[src/sv/mtbd_pkg.sv]
// Package for the MT19937 bounded draw block.
// Holds generator constants, tempering function and the front/back queue entry type.
package mtbd_pkg;

  localparam int unsigned TableWords  = 624;
  localparam int unsigned TwistOffset = 397;
  localparam int unsigned IdxW        = 10;

  localparam logic [31:0] SeedReset   = 32'd4357;
  localparam logic [31:0] SeedMult    = 32'd69069;
  localparam logic [31:0] TwistMatrix = 32'h9908b0df;
  localparam logic [31:0] TemperB     = 32'h9d2c5680;
  localparam logic [31:0] TemperC     = 32'hefc60000;

  // One queue entry: the bound and whether it draws at all.
  typedef struct packed {
    logic        draw;
    logic [31:0] bound;
  } job_t;

  function automatic logic [31:0] temper(input logic [31:0] w);
    logic [31:0] y;
    y = w ^ (w >> 11);
    y = y ^ ((y << 7) & TemperB);
    y = y ^ ((y << 15) & TemperC);
    y = y ^ (y >> 18);
    return y;
  endfunction

endpackage

[src/sv/mtbd_front.sv]
// Front end: accepts bound items, marks zero bounds, and queues them.
// Depends on mtbd_pkg.
module mtbd_front import mtbd_pkg::*; (
  input  logic        clk,
  input  logic        rst,
  input  logic        in_valid,
  output logic        in_stall,
  input  logic [31:0] bound,
  output logic        q_valid,
  input  logic        q_take,
  output job_t        q_job
);

  job_t       ent [2];
  logic [1:0] cnt;
  logic       rd, wr;

  assign in_stall = (cnt == 2'd2);
  assign wr       = in_valid && !in_stall;
  assign q_valid  = (cnt != 2'd0);
  assign rd       = q_valid && q_take;
  assign q_job    = ent[0];

  always_ff @(posedge clk) begin
    if (wr && (cnt == 2'd0 || (cnt == 2'd1 && rd))) begin
      ent[0] <= '{draw: (bound != 32'd0), bound: bound};
    end else if (rd) begin
      ent[0] <= ent[1];
    end
    if (wr && cnt == 2'd1 && !rd) begin
      ent[1] <= '{draw: (bound != 32'd0), bound: bound};
    end
    if (rst) begin
      cnt <= 2'd0;
    end else begin
      cnt <= cnt + {1'b0, wr} - {1'b0, rd};
    end
  end

endmodule

[config.mk]
export PLATFORM = sky130hd
export DESIGN_NAME = mtbd_front
export DESIGN_NICKNAME = d
export VERILOG_FILES = /design/src/sv/mtbd_pkg.sv /design/src/sv/mtbd_front.sv
export SDC_FILE = /design/constraint.sdc
export NUM_CORES = 1
export LEC_CHECK = 0
export BUFFER_PORTS_ARGS = -buffer_cell sky130_fd_sc_hd__buf_2
export CAP_MARGIN = 15
export CELL_PAD_IN_SITES_DETAIL_PLACEMENT = 1
export CELL_PAD_IN_SITES_GLOBAL_PLACEMENT = 2
export CORE_MARGIN = 2
export CORE_UTILIZATION = 30
export CTS_CLUSTER_DIAMETER = 50
export CTS_CLUSTER_SIZE = 16
export DETAILED_ROUTE_END_ITERATION = 8
export GPL_ROUTABILITY_DRIVEN = 0
export PLACE_DENSITY_LB_ADDON = 0.1
export SYNTH_ARGS = -nofsm -noshare
export SYNTH_HDL_FRONTEND = slang
export SYNTH_SLANG_ARGS = --single-unit
[constraint.sdc]
create_clock -name clk -period 14.38 [get_ports clk]
set_input_delay 2.876 -clock clk [delete_from_list [all_inputs] [get_ports clk]]
set_output_delay 2.876 -clock clk [all_outputs]
set_load 0.01 [all_outputs]
==> metrics, run 1 <==
status=finished clean; clk slew on worst S/H paths=0.07 ns; Starting Density=30.9%; Worst path max stage delay=0.49 ns; WP data arrival=4.30 ns; post-CTS resize count=0; sequential area share after synthesis=67.3%; number of port buffers=70; fmax=238 MHz; PwrDens=168 mW/mm^2; DRC=0; latest clock arrival within the worst-skew pair=0.33 ns; Setup Skew=0.00762 ns; critical path type=input pin to flip-flop; setup TNS=0 ns; #FFs+latches synth=68; Yosys cell types=22; largest net degree at the start of global routing=34; clock sinks=68; Switch Pwr=0.150 mW; via density per instance=4.16; Post-DRT Antenna Nets=0; Die Span Y=104 um; Initial DRC Count=27; Min Hold Slack=0.544 ns; Sw Share=25.4%; drt first pass iters=4; Slew Viols, Final=0; hold_buf cts=0; Rows=36; MaxCap Viol Count=0; Top delay family on crit path=buffers and inverters; Worst-Margin Slew=0.875 ns; syn_area_per_cell=18.0 sq um; Setup crit start kind=input pin; H-tree depth=3; Leak=1.40 nW; Final min period=4.21 ns; setup violators final=0; Total Routed Length=5660 um; ratio of final minimum period to clock period=29.3%; Flop pwr share=47.2%; width of the die=104 um; GRT Total Usage=11.0%; P&R area growth vs syn=16.5%; setup bufs post-CTS=0; layout cells sized above 1=56.2%; CP Max Fanout=23; number of diodes=0; Max-slew headroom=41.6%; first-pass GRT wire length=8980 um; element type at the critical path end=flip-flop; Inserted Clock Buffers=9; critical path cell sequence=buf_2 > nor2b_4 > o21ai_4 > buf_4 > mux2_4; number of global-route vias before repair=1687; Hold Fails Final Rpt=0; slowest stage cell, crit path=buf_4; Synth Warn #=0; core area=0.00973 sq mm; die area=0.0108 sq mm; root buffer cell=clkbuf_8; syn_nets=205; DP HPWL=3920 um; Vias=1466; final net count=252; Peak VDD IR=0.0583 mV; Place WS=9.80 ns; I/O Pins=71; placed instance area=0.00327 sq mm; wire per inst=16.1 um; critical path data required time=14.47 ns; synthesized netlist cell count=167; Clock power frac=31.3%; total grt overflow=0; Buffers & Inverters on Critical Path=2; TritonCTS clock tree=built; worst hold path class=flip-flop to flip-flop; Pwr Total=0.588 mW; internal power=0.439 mW; CTS Buffer Depth=2; initial antenna violation count=0; Post-Syn Area=0.00301 sq mm; Final Instance Area=0.00350 sq mm; final setup margin=10.17 ns; Comb pwr share=21.5%; RSZ-0062 raised after global routing=false
[cell type report]
type / count / area, sq um
tap: 133 / 166
sequential: 68 / 2020
timing repair buffer: 72 / 365
clock buffer: 10 / 128
clock inverter: 6 / 103
inverter: 3 / 11.3
multi-input combinational: 60 / 706
fill: 1027 / 6230
[per-stage QoR]
stage,cells,utilization [%]
after floorplan,167,-
after global placement,336,33.6
after detailed placement,336,33.6
after CTS,352,36.0
after global routing,352,36.0
final,352,36.0
[layout by cell type (no fill, tap or decap)]
master | synthesis | layout
clkinv_1 | 0 | 2
o31a_1 | 1 | 1
nor4_1 | 8 | 8
nor2_1 | 2 | 2
clkinv_2 | 0 | 1
mux2_4 | 30 | 30
nor2b_4 | 1 | 1
o21ai_0 | 1 | 1
edfxtp_1 | 66 | 66
o211ai_1 | 1 | 1
bufinv_16 | 0 | 3
o21a_1 | 1 | 1
nor4bb_4 | 0 | 1
mux2_2 | 3 | 3
xnor2_1 | 2 | 2
o21ai_4 | 1 | 1
ha_1 | 2 | 2
buf_4 | 33 | 2
inv_1 | 3 | 3
nand4_1 | 2 | 2
clkbuf_8 | 0 | 9
clkbuf_1 | 0 | 1
or2_2 | 2 | 2
nor2b_1 | 1 | 1
buf_2 | 0 | 70
dfxtp_1 | 2 | 2
and2_1 | 1 | 1
[cells by family after synthesis]
group	share of synthesized area [%]
buffers and inverters	9.74
XOR/XNOR	0.583
AO/OA/AOI/OAI	1.50
adder cells (fa/ha/maj)	0.833
AND/OR/NAND/NOR	3.96
multiplexers	16.1
flip-flops	67.3
[synthesized netlist by cell type, drive strengths merged]
| cell type | count | area [sq um] |
|---|---|---|
| nor2b | 2 | 20.0 |
| edfxtp | 66 | 1980 |
| nor4bb | 1 | 10.0 |
| ha | 2 | 25.0 |
| nand4 | 2 | 12.5 |
| o21ai | 2 | 21.3 |
| mux2 | 33 | 484 |
| or2 | 2 | 12.5 |
| xnor2 | 2 | 17.5 |
| and2 | 1 | 6.26 |
| o21a | 1 | 7.51 |
| inv | 3 | 11.3 |
| dfxtp | 2 | 40.0 |
| nor4 | 8 | 50.1 |
| nor2 | 2 | 7.51 |
| o31a | 1 | 8.76 |
| buf | 36 | 282 |
| o211ai | 1 | 7.51 |
[path summary, 6_finish.rpt]
| kind | slack [ns] | startpoint | endpoint | cells past startpoint |
|---|---|---|---|---|
| setup / recovery | 10.17 | in_valid | ent[0][18]$_DFFE_PP_ | 5 |
| hold / removal | 0.54 | ent[0][54]$_DFFE_PP_ | ent[0][21]$_DFFE_PP_ | 1 |
| setup reg to reg | 12.40 | cnt[1]$_SDFF_PP0_ | ent[0][28]$_DFFE_PP_ | 2 |
| hold reg to reg | 0.54 | ent[0][54]$_DFFE_PP_ | ent[0][21]$_DFFE_PP_ | 1 |
[layer usage]
metal  GRT usage [%]  wire length [um]  up-vias  part of all wire [%]
met2            18.6              2870       45                    51
met1            12.5              2390      719                    42
met5               0                 0        -                     0
met3            3.82               291       10                   5.1
met4            4.92               107        0                   1.9
li1                -                 -      692                     -
[sequential cells by signal, indices dropped and copies added, names as in the netlist]
name	count
ent	66
cnt	2
[worst reg2reg max path: cells and delay by family (launching register included)]
family | cells | cell delay [ns]
multiplexers | 1 | 0.82
flip-flops | 1 | 0.40
AND/OR/NAND/NOR | 1 | 0.37
[power groups by stage]
stage / Clock [mW] / Sequential, mW / Combinational [mW]
2_1_floorplan: 0 / 0.279 / 0.116
3_5_place_dp: 0 / 0.282 / 0.130
5_1_grt: 0.199 / 0.282 / 0.137
3_3_place_gp: 0 / 0.282 / 0.126
4_1_cts: 0.192 / 0.278 / 0.130
6_report: 0.184 / 0.278 / 0.126
Note: power is estimated with default switching activity, not from simulation.
==> inputs of run 2 (changes only) <==
clock period = 3.6 ns   (was 14.38 ns; I/O delays follow)
==> metrics, run 2 (synthesized netlist as in run 1, its figures left out) <==
status=finished clean; element type at the critical path end=output port; Max-slew headroom=40.1%; critical path cell sequence=or2_2 > buf_2; Hold Fails Final Rpt=0; Sw Share=25.7%; clock sinks=68; ratio of final minimum period to clock period=54.2%; width of the die=104 um; first-pass GRT wire length=8990 um; slowest stage cell, crit path=dfxtp_1; Worst Hold Launch=ent[0][47]$_DFFE_PP_; Final min period=1.95 ns; number of global-route vias before repair=1727; Peak VDD IR=0.255 mV; number of port buffers=70; Rows=36; wire per inst=15.9 um; final setup margin=1.65 ns; Leak=1.41 nW; Buffers & Inverters on Critical Path=1; Switch Pwr=0.609 mW; fmax=513 MHz; commonest non-fill, non-tap cell in the layout=buf_2; I/O Pins=71; Setup Skew=0.0100 ns; clk slew on worst S/H paths=0.07 ns; worst hold path class=flip-flop to flip-flop; Post-DRT Antenna Nets=0; Slew Viols, Final=0; largest registers=ent (66), cnt (2); initial antenna violation count=0; setup TNS=0 ns; setup bufs post-CTS=0; Min Hold Slack=0.551 ns; critical path data required time=2.88 ns; total grt overflow=0; Setup crit start kind=flip-flop; CP Max Fanout=6; root buffer cell=clkbuf_8; Clock power frac=31.8%; Worst-Margin Slew=0.897 ns; crit path launch=cnt[1]$_SDFF_PP0_; setup violators final=0; via density per instance=4.19; WP data arrival=1.23 ns; Largest register FFs=66; Comb pwr share=21.5%; die area=0.0108 sq mm; final net count=252; RSZ-0062 raised after global routing=false; DRC=0; Top delay family on crit path=flip-flops; Initial DRC Count=19; largest net degree at the start of global routing=34; internal power=1.76 mW; Starting Density=30.9%; TritonCTS clock tree=built; Total Routed Length=5610 um; core area=0.00973 sq mm; MaxCap Viol Count=0; drt first pass iters=3; Worst path max stage delay=0.40 ns; Vias=1475; latest clock arrival within the worst-skew pair=0.34 ns; post-CTS resize count=0; DP HPWL=4050 um; layout cells sized above 1=57.1%; Place WS=1.31 ns; PwrDens=671 mW/mm^2; Die Span Y=104 um; hold_buf cts=0; P&R area growth vs syn=17.6%; GRT Total Usage=11.0%; number of diodes=0; most frequent cells in the layout=buf_2 (70), edfxtp_1 (66), mux2_4 (30); H-tree depth=3; Flop pwr share=46.7%; CTS Buffer Depth=2; Largest Register=ent; critical path type=flip-flop to output port; Inserted Clock Buffers=9; Fillers=1013; R2R Path Start=cnt[1]$_SDFF_PP0_
[run 2: changes by cell type in the layout (fill, tap and decap cells not counted)]
cell and delta:
buf_12 +2, buf_4 -2, clkbuf_1 -1, clkinv_1 -1, clkinv_4 +1, clkinvlp_4 +1
[run 2: final cells by class]
class	instances	area [sq um]	share of cell area (%)
Clock buffer	9	124	3.50
Clock inverter	7	115	3.26
Inverter	3	11.3	0.319
Multi-Input combinational cell	60	706	20.0
Sequential cell	68	2020	57.2
Tap cell	133	166	4.71
Timing Repair Buffer	72	390	11.0
[run 2: final timing paths]
kind              cells past startpoint                   end  slack [ns]
hold reg to reg                       1  ent[0][14]$_DFFE_PP_        0.55
hold / removal                        1  ent[0][14]$_DFFE_PP_        0.55
setup / recovery                      2               q_valid        1.65
setup reg to reg                      2  ent[0][18]$_DFFE_PP_        1.66
[run 2: power by group through the flow]
stage | Sequential [mW] | Combinational, mW | Clock, mW
floorplan | 1.11 | 0.466 | 0
global placement | 1.12 | 0.518 | 0
detailed placement | 1.13 | 0.527 | 0
CTS | 1.11 | 0.528 | 0.784
global route | 1.13 | 0.556 | 0.803
finish | 1.11 | 0.510 | 0.754
[run 2: metal layers]
| layer | global-route usage, % | part of all wire [%] |
|---|---|---|
| met5 | 0 | 0 |
| met4 | 6.08 | 2.2 |
| met3 | 3.20 | 4.4 |
| met2 | 18.4 | 51 |
| met1 | 12.7 | 43 |
[run 2: worst register-to-register path, cell delays in order, from the launching register on]
cell,delay (ns)
dfxtp_1,0.40
or2_2,0.36
mux2_2,0.78
[run 2: per-stage QoR]
stage / std cells / power [mW] / util, % / cell area [sq um]
floorplan: 167 / 1.58 / - / 3010
CTS: 352 / 2.42 / 36.3 / 3530
detailed placement: 336 / 1.65 / 33.9 / 3300
finish: 352 / 2.37 / 36.3 / 3530
global placement: 336 / 1.64 / 33.9 / 3300
global route: 352 / 2.49 / 36.3 / 3530
